[src/rtl/core/vfp_pkg.sv]
// vfp_pkg: shared constants, parse phase encoding and result struct for
// the vision frame parser. No dependencies.
package vfp_pkg;

  localparam int MAX_PAYLOAD = 32;
  localparam int CNT_W       = $clog2(MAX_PAYLOAD + 1);
  localparam int WINDOW_LEN  = 5;

  localparam logic [7:0] HDR_BYTE      = 8'hAA;
  localparam logic [7:0] FUNC_LIMIT    = 8'hFF;
  localparam logic [7:0] FUNC_POSITION = 8'hF2;

  typedef enum logic [2:0] {
    PH_HUNT1   = 3'd0,
    PH_HUNT2   = 3'd1,
    PH_FUNC    = 3'd2,
    PH_LEN     = 3'd3,
    PH_PAYLOAD = 3'd4,
    PH_TRAILER = 3'd5
  } phase_t;

  typedef struct packed {
    logic               valid;
    logic [7:0]         frame_func;
    logic               position_update;
    logic signed [15:0] dot_x;
    logic signed [15:0] dot_y;
    logic [7:0]         dot_flag;
  } result_t;

endpackage

[src/rtl/core/vfp_parse.sv]
// vfp_parse: byte-wide frame state machine with the five-byte position
// window. Produces a combinational result for the byte being accepted.
// Depends on vfp_pkg.
module vfp_parse
  import vfp_pkg::*;
(
  input  logic       clk,
  input  logic       rst_n,
  input  logic       accept,
  input  logic [7:0] rx_byte,
  output phase_t     phase,
  output result_t    res
);

  phase_t           phase_r, phase_nxt;
  logic [CNT_W-1:0] rem_r, rem_nxt;
  logic [CNT_W-1:0] idx_r, idx_nxt;
  logic [7:0]       func_r, func_nxt;
  logic [7:0]       win_r   [WINDOW_LEN];
  logic [7:0]       win_nxt [WINDOW_LEN];
  logic             win_we;
  logic             pos;

  assign phase = phase_r;

  // next phase
  always_comb begin
    phase_nxt = phase_r;
    if (accept) begin
      case (phase_r)
        PH_HUNT1:   phase_nxt = (rx_byte == HDR_BYTE) ? PH_HUNT2 : PH_HUNT1;
        PH_HUNT2:   phase_nxt = (rx_byte == HDR_BYTE) ? PH_FUNC : PH_HUNT1;
        PH_FUNC:    phase_nxt = (rx_byte < FUNC_LIMIT) ? PH_LEN : PH_HUNT1;
        PH_LEN:     phase_nxt = ({1'b0, rx_byte} <= 9'(MAX_PAYLOAD)) ? PH_PAYLOAD
                                                                     : PH_HUNT1;
        PH_PAYLOAD: begin
          if (rem_r == '0) begin
            phase_nxt = PH_HUNT1;   // zero length: frame dropped
          end else if (rem_r == CNT_W'(1)) begin
            phase_nxt = PH_TRAILER;
          end
        end
        PH_TRAILER: phase_nxt = PH_HUNT1;
        default:    phase_nxt = PH_HUNT1;
      endcase
    end
  end

  // datapath and result
  always_comb begin
    rem_nxt  = rem_r;
    idx_nxt  = idx_r;
    func_nxt = func_r;
    win_we   = 1'b0;
    res      = '0;
    if (accept) begin
      case (phase_r)
        PH_FUNC: begin
          if (rx_byte < FUNC_LIMIT) begin
            func_nxt = rx_byte;
          end
        end
        PH_LEN: begin
          if ({1'b0, rx_byte} <= 9'(MAX_PAYLOAD)) begin
            rem_nxt = rx_byte[CNT_W-1:0];
            idx_nxt = '0;
          end
        end
        PH_PAYLOAD: begin
          if (rem_r != '0) begin
            rem_nxt = rem_r - CNT_W'(1);
            idx_nxt = idx_r + CNT_W'(1);
            win_we  = 1'b1;
          end
        end
        PH_TRAILER: begin
          win_we    = 1'b1;
          res.valid = 1'b1;
        end
        default: ;
      endcase
    end
    // bytes beyond the window are dropped
    for (int i = 0; i < WINDOW_LEN; i++) begin
      win_nxt[i] = (win_we && idx_r == CNT_W'(i)) ? rx_byte : win_r[i];
    end
    // the trailer itself may land in the window before the fields are read
    pos                 = (func_r == FUNC_POSITION);
    res.frame_func      = func_r;
    res.position_update = pos;
    res.dot_x           = pos ? {win_nxt[0], win_nxt[1]} : 16'sd0;
    res.dot_y           = pos ? {win_nxt[2], win_nxt[3]} : 16'sd0;
    res.dot_flag        = pos ? win_nxt[4] : 8'd0;
  end

  always_ff @(posedge clk) begin
    if (!rst_n) begin
      phase_r <= PH_HUNT1;
      rem_r   <= '0;
      idx_r   <= '0;
      func_r  <= '0;
      for (int i = 0; i < WINDOW_LEN; i++) begin
        win_r[i] <= '0;
      end
    end else begin
      phase_r <= phase_nxt;
      rem_r   <= rem_nxt;
      idx_r   <= idx_nxt;
      func_r  <= func_nxt;
      for (int i = 0; i < WINDOW_LEN; i++) begin
        win_r[i] <= win_nxt[i];
      end
    end
  end

  a_res_only_trailer: assert property (@(posedge clk) disable iff (!rst_n)
    res.valid |-> (accept && phase_r == PH_TRAILER))
    else $error("result outside trailer phase");

  a_trailer_no_rem: assert property (@(posedge clk) disable iff (!rst_n)
    (phase_r == PH_TRAILER) |-> (rem_r == '0))
    else $error("trailer reached with payload outstanding");

  a_payload_bound: assert property (@(posedge clk) disable iff (!rst_n)
    (phase_r == PH_PAYLOAD) |->
      ({1'b0, idx_r} + {1'b0, rem_r} <= (CNT_W + 1)'(MAX_PAYLOAD)))
    else $error("payload count exceeds maximum length");

endmodule

[src/rtl/core/vision_frame_parser.sv]
// vision_frame_parser: one byte per cycle while in_stall is low; a
// result appears on out_* in the cycle after the trailer byte is
// accepted and is held until taken.
// in_stall rises only when a result is waiting under out_stall and the
// next byte is a trailer. Synchronous active-low reset returns the parser
// to header hunting with counters, function code and window cleared.
module vision_frame_parser
  import vfp_pkg::*;
(
  input  logic               clk,
  input  logic               rst_n,
  input  logic               in_valid,
  output logic               in_stall,
  input  logic [7:0]         in_rx_byte,
  output logic               out_valid,
  input  logic               out_stall,
  output logic [7:0]         out_frame_func,
  output logic               out_position_update,
  output logic signed [15:0] out_dot_x,
  output logic signed [15:0] out_dot_y,
  output logic [7:0]         out_dot_flag
);

  phase_t  phase;
  result_t res;
  result_t out_r;
  logic    out_valid_r, out_valid_nxt;
  logic    accept;

  // only a trailer byte can produce a result
  assign in_stall = out_valid_r && out_stall && (phase == PH_TRAILER);
  assign accept   = in_valid && !in_stall;

  vfp_parse u_parse (
    .clk     (clk),
    .rst_n   (rst_n),
    .accept  (accept),
    .rx_byte (in_rx_byte),
    .phase   (phase),
    .res     (res)
  );

  always_comb begin
    out_valid_nxt = out_valid_r;
    if (res.valid) begin
      out_valid_nxt = 1'b1;
    end else if (!out_stall) begin
      out_valid_nxt = 1'b0;
    end
  end

  always_ff @(posedge clk) begin
    if (!rst_n) begin
      out_valid_r <= 1'b0;
    end else begin
      out_valid_r <= out_valid_nxt;
    end
  end

  always_ff @(posedge clk) begin
    if (res.valid) begin
      out_r <= res;
    end
  end

  assign out_valid           = out_valid_r;
  assign out_frame_func      = out_r.frame_func;
  assign out_position_update = out_r.position_update;
  assign out_dot_x           = out_r.dot_x;
  assign out_dot_y           = out_r.dot_y;
  assign out_dot_flag        = out_r.dot_flag;

  a_no_overwrite: assert property (@(posedge clk) disable iff (!rst_n)
    (out_valid_r && out_stall) |-> !res.valid)
    else $error("pending result overwritten");

  a_held_kept: assert property (@(posedge clk) disable iff (!rst_n)
    (out_valid_r && out_stall) |=> out_valid_r)
    else $error("pending result dropped");

  a_stall_reason: assert property (@(posedge clk) disable iff (!rst_n)
    in_stall |-> (out_valid_r && phase == PH_TRAILER))
    else $error("input stalled without a pending result");

endmodule

[config.mk]
export PLATFORM = sky130hd
export DESIGN_NAME = vision_frame_parser
export DESIGN_NICKNAME = d
export VERILOG_FILES = /design/src/rtl/core/vfp_pkg.sv /design/src/rtl/core/vfp_parse.sv /design/src/rtl/core/vision_frame_parser.sv
export SDC_FILE = /design/constraint.sdc
export NUM_CORES = 1
export LEC_CHECK = 0
export ABC_AREA = 1
export BUFFER_PORTS_ARGS = -buffer_cell sky130_fd_sc_hd__clkbuf_2
export CORE_MARGIN = 10
export CORE_UTILIZATION = 55
export CTS_CLUSTER_SIZE = 40
export DETAILED_ROUTE_END_ITERATION = 10
export PLACE_DENSITY_LB_ADDON = 0.08
export REMOVE_ABC_BUFFERS = 1
export SYNTH_ARGS = -nofsm -noshare
export SYNTH_HDL_FRONTEND = slang
export SYNTH_HIERARCHICAL = 1
export SYNTH_SLANG_ARGS = --single-unit
[constraint.sdc]
create_clock -name clk -period 10.8 [get_ports clk]
set_input_delay 0.54 -clock clk [delete_from_list [all_inputs] [get_ports clk]]
set_output_delay 0.54 -clock clk [all_outputs]
set_load 0.01 [all_outputs]
# [Word-level counts from Yosys, hierarchy flattened]
# Memories as Yosys holds them, arrays and structs flattened.
# Cells that the tools add are included.
[classes] add_sub_neg=2 order_cmp=2 eq_ne=16 n_mux=32 bitwise_logic=5 n_reduce_logical=17
[op_table] op="$mux 8" n=10
[op_table] op="$mux 6" n=4
[op_table] op="$pmux 6 s2" n=2
[op_table] op="$eq 8x8->1 const B" n=2
[op_table] op="$pmux 3 s5" n=1
[op_table] op="$eq 6x1->1 const B" n=2
[op_table] op="$eq 6x2->1 const B" n=2
[op_table] op="$logic_not 6->1" n=2
[op_table] op="$mux 1" n=9
[op_table] op="$mux 3" n=3
[op_table] op="$le 8x6->1 const B" n=1
[op_table] op="$logic_and 1x1->1" n=8
[op_table] op="$lt 8x8->1 const B" n=1
[op_table] op="$add 6x1->6 const B" n=1
[op_table] op="$eq 3x2->1 const B" n=2
[op_table] op="$eq 3x3->1 const B" n=2
[op_table] op="$eq 6x3->1 const B" n=1
[op_table] op="$ne 2x1->1 const B" n=3
[op_table] op="$reduce_bool 6->1" n=1
[op_table] op="$sub 6x1->6 const B" n=1
[op_table] op="$or 1x1->1" n=5
[op_table] op="$mux 2" n=2
[op_table] op="$reduce_and 4->1" n=1
[op_table] op="$eq 3x1->1 const B" n=1
[op_table] op="other kinds (7)" n=7
[word_totals] reg_bits=73 ramBits=40 inputBits=12 out_inout_bits=51 word_cells=85 n_memories=1
[memory_table] memory="u_parse.win_r" depth=5 width=8 read_ports=5 rd_ports_with_merged_regs=0 write_ports=5 line_no="vfp_parse.sv:19" text="logic [7:0] win_r [WINDOW_LEN];"

# [Longest topological paths before layout]
[depth] ltp_word=8 mapped_depth=10 mapped_depth_nobuf=10

# [Cells and area by module]
# Netlist, hierarchy kept.
[modules_own_cells] module="vfp_parse" instances=1 cells_per_inst=535 area_each_um2=3379.5 seq_area_each_um2=1261.2
[modules_own_cells] module="vision_frame_parser" instances=1 cells_per_inst=59 area_each_um2=1530.2 seq_area_each_um2=1491.4

# [Worst setup path before layout]
# Ideal clock, no wire load.
[synth_timing] kind="input -> register" startpoint="in out_stall" endpoint="reg out_r (netlist bit out_dot_flag[0]) (enable)" t_arrival_ps=3111 required_time_ps=10343 path_slack_ps=7232 cell_stages=5 path_buffers=0 cell_sequence="nand3_1 > nor2_2 > nor2_1 > inv_1 > nor2_1"
[synth_rtl] element="start: declaration" line_no="vision_frame_parser.sv:16" text="input logic out_stall,"
[synth_rtl] element="end signal: assignment" line_no="vision_frame_parser.sv:62" text="out_r <= res;"
[synth_rtl] element="end: declaration" line_no="vision_frame_parser.sv:26" text="result_t out_r;"

==> flow_summary.json <==
{
  "crit_end_category": "register",
  "final_slew_viol_count": 0,
  "horiz_die_dim_microns": 114,
  "final-hold-violation-count": 0,
  "area_growth_syn_to_layout_pct": 20.0,
  "grt_first_pass_wirelength_microns": 18500,
  "ys_ff_latch": 113,
  "final_nets": 672,
  "clock-root-buffer": "clkbuf_8",
  "final_antenna_net_count": 0,
  "synthCells": 594,
  "initial_utilization": 0.563,
  "max_cap_viol_count": 0,
  "grt_start_max_net_pins": 51,
  "status": "complete, no violations",
  "cts_hold_repair.buffers": 0,
  "report.final.setup_viol": 0,
  "post_syn_area_sq_um": 4910,
  "worst_vdd_ir_v": 0.0000944,
  "final.period_utilization": 0.268,
  "ctsLongestPathBuffers": 2,
  "synth.avg_cell_area_sq_um": 8.27,
  "p_leak_nw": 2.40,
  "tns_ns": 0,
  "maxSlewHeadroom": 0.275,
  "timing.critical_path.fanout_max": 50,
  "clk-insertion-delay-late_ns": 0.52,
  "n_antenna_cell": 0,
  "drive_above_1_share": 0.175,
  "routed_wire_length_per_instance_microns": 14.4,
  "drt_wl_total_microns": 11200,
  "hold_ws_ns": 0.280,
  "hold_path_class": "in2reg",
  "cts_tree": "yes",
  "drt_first_iter_violations": 319,
  "arrival_ns": 3.03,
  "rsz_0062_raised_after_global_routing": "no",
  "globalRouteOverflowTotal": 0,
  "layout.cells.most_common_list": "nand2_1, nor2_1, inv_1",
  "grt_antenna_before_repair": 0,
  "clock_pin_slew_on_the_worst_setup_and_hold_paths_ns": 0.05,
  "post-route-worst-setup-slack_ns": 7.91,
  "fmaxAchievable_ghz": 0.346,
  "crit_path_start_kind": "register",
  "slew_of_the_pin_with_the_lowest_slew_margin_ns": 1.09,
  "design.portCount": 63,
  "cts_buffer_count": 17,
  "place.port_buffers": 62,
  "globalplace.congestion": 0.798,
  "synth-seq-area-share": 0.561,
  "synth_top_area_cell": "edfxtp_1",
  "detailroute.via_count": 4010,
  "synth.top_cell.area_share": 0.300,
  "power.density_nw_per_um2": 175,
  "cts.sink_count": 113,
  "post_cts_resized": 0,
  "detail_route.drc_violations": 0,
  "first_global_vias": 3840,
  "postCtsSetupRepairBufs": 0,
  "synth.distinct_cells": 25,
  "core_area_sq_um": 8720,
  "most_common_cell_after_layout_fill_and_taps_aside": "nand2_1",
  "route.detailed.vias_per_inst": 5.17,
  "cts_htree_levels": 4,
  "placementRows": 34,
  "post_synth_main_area_contributors": "edfxtp_1, dfxtp_1, nand2_1",
  "worst_ep_required_time_ns": 10.94,
  "place_hpwl_microns": 7080,
  "dpl_worst_slack_ns": 7.74,
  "final.setup_skew_ns": 0.00937,
  "path_class": "reg2reg",
  "period_minus_slack_ns": 2.89,
  "die_h_microns": 114,
  "dieArea_sq_um": 13100,
  "grt_usage": 0.176,
  "firstDrtPassIters": 5,
  "yosys_warnings": 6
}
-- routing by layer --
| layer | part of all wire | GRT usage |
|---|---|---|
| met1 | 0.44 | 0.214 |
| met5 | 0 | 0 |
| met4 | 0.010 | 0.0802 |
| met2 | 0.48 | 0.280 |
| met3 | 0.066 | 0.0535 |
-- worst max-delay path, cell delays in order, from the launching register on --
cell and delay [ns]:
dfxtp_1 0.41, inv_1 0.06, nand2_1 0.07, nor2_2 0.06, nor2_4 0.81, inv_1 0.25
nor2_4 0.30, buf_4 0.51
-- metrics by stage --
step           area, sq um  instances  utilization  total power, mW
6_report              5890        775        0.676             1.03
5_1_grt               5890        775        0.676             1.06
4_1_cts               5890        775        0.676             1.04
3_5_place_dp          5290        743        0.606            0.470
3_3_place_gp          5290        743        0.606            0.470
2_1_floorplan         4800        570            -            0.461
-- path summary, 6_finish.rpt --
path                            slack [ns]                           to                      startpoint  depth (start not counted)
worst max-delay path                  7.91       out_dot_y[8]$_DFFE_PP_   u_parse/phase[1]$_SDFFE_PN0P_                          7
worst max register to register        7.91       out_dot_y[8]$_DFFE_PP_   u_parse/phase[1]$_SDFFE_PN0P_                          7
worst min-delay path                  0.28       out_valid$_SDFFE_PN0P_                       out_stall                          3
worst min register to register        0.43  out_frame_func[7]$_DFFE_PP_  u_parse/func_r[7]$_SDFFE_PN0P_                          0
-- power by group --
group          internal, mW  total, mW  switching [mW]
Clock                 0.375      0.567           0.193
Combinational       0.00370     0.0198          0.0161
Sequential            0.442      0.442      0.00000987
Total                 0.821       1.03           0.209
-- logic make-up after synthesis --
logic type	count (synthesis)	synth area share
xor gates and xnor gates	2	0.00357
adders and majority gates	6	0.0153
DFF	113	0.561
AOI/OAI and AO/OA	34	0.0377
and+or+nand+nor	339	0.302
buffers and inverters	100	0.0803
-- layout make-up --
type | count | area [sq um]
Tap cell | 108 | 135
Sequential cell | 113 | 2750
Timing Repair Buffer | 65 | 333
Inverter | 76 | 287
Multi-Input combinational cell | 381 | 1780
Clock inverter | 13 | 185
Fill cell | 724 | 2830
Clock buffer | 19 | 422
-- state kept, by name, summed over array words and instances, names as in the netlist --
register	cells
out_frame_func	8
out_dot_flag	8
out_valid	1
out_position_update	1
out_dot_x	16
u_parse/win_r	40
u_parse/rem_r	6
u_parse/idx_r	6
out_dot_y	16
u_parse/phase	3
u_parse/func_r	8
-- cell usage after synthesis, drive strengths merged --
| cell | n |
|---|---|
| nand3 | 23 |
| nand2 | 142 |
| xor2 | 2 |
| nor3b | 2 |
| inv | 75 |
| o21ai | 17 |
| nor3 | 9 |
| buf | 12 |
| ha | 6 |
| a21oi | 17 |
| edfxtp | 49 |
| dfxtp | 64 |
| nor2 | 120 |
| clkinv | 1 |
| nand4 | 43 |
| clkbuf | 12 |
Note: power is estimated with default switching activity, not from simulation.
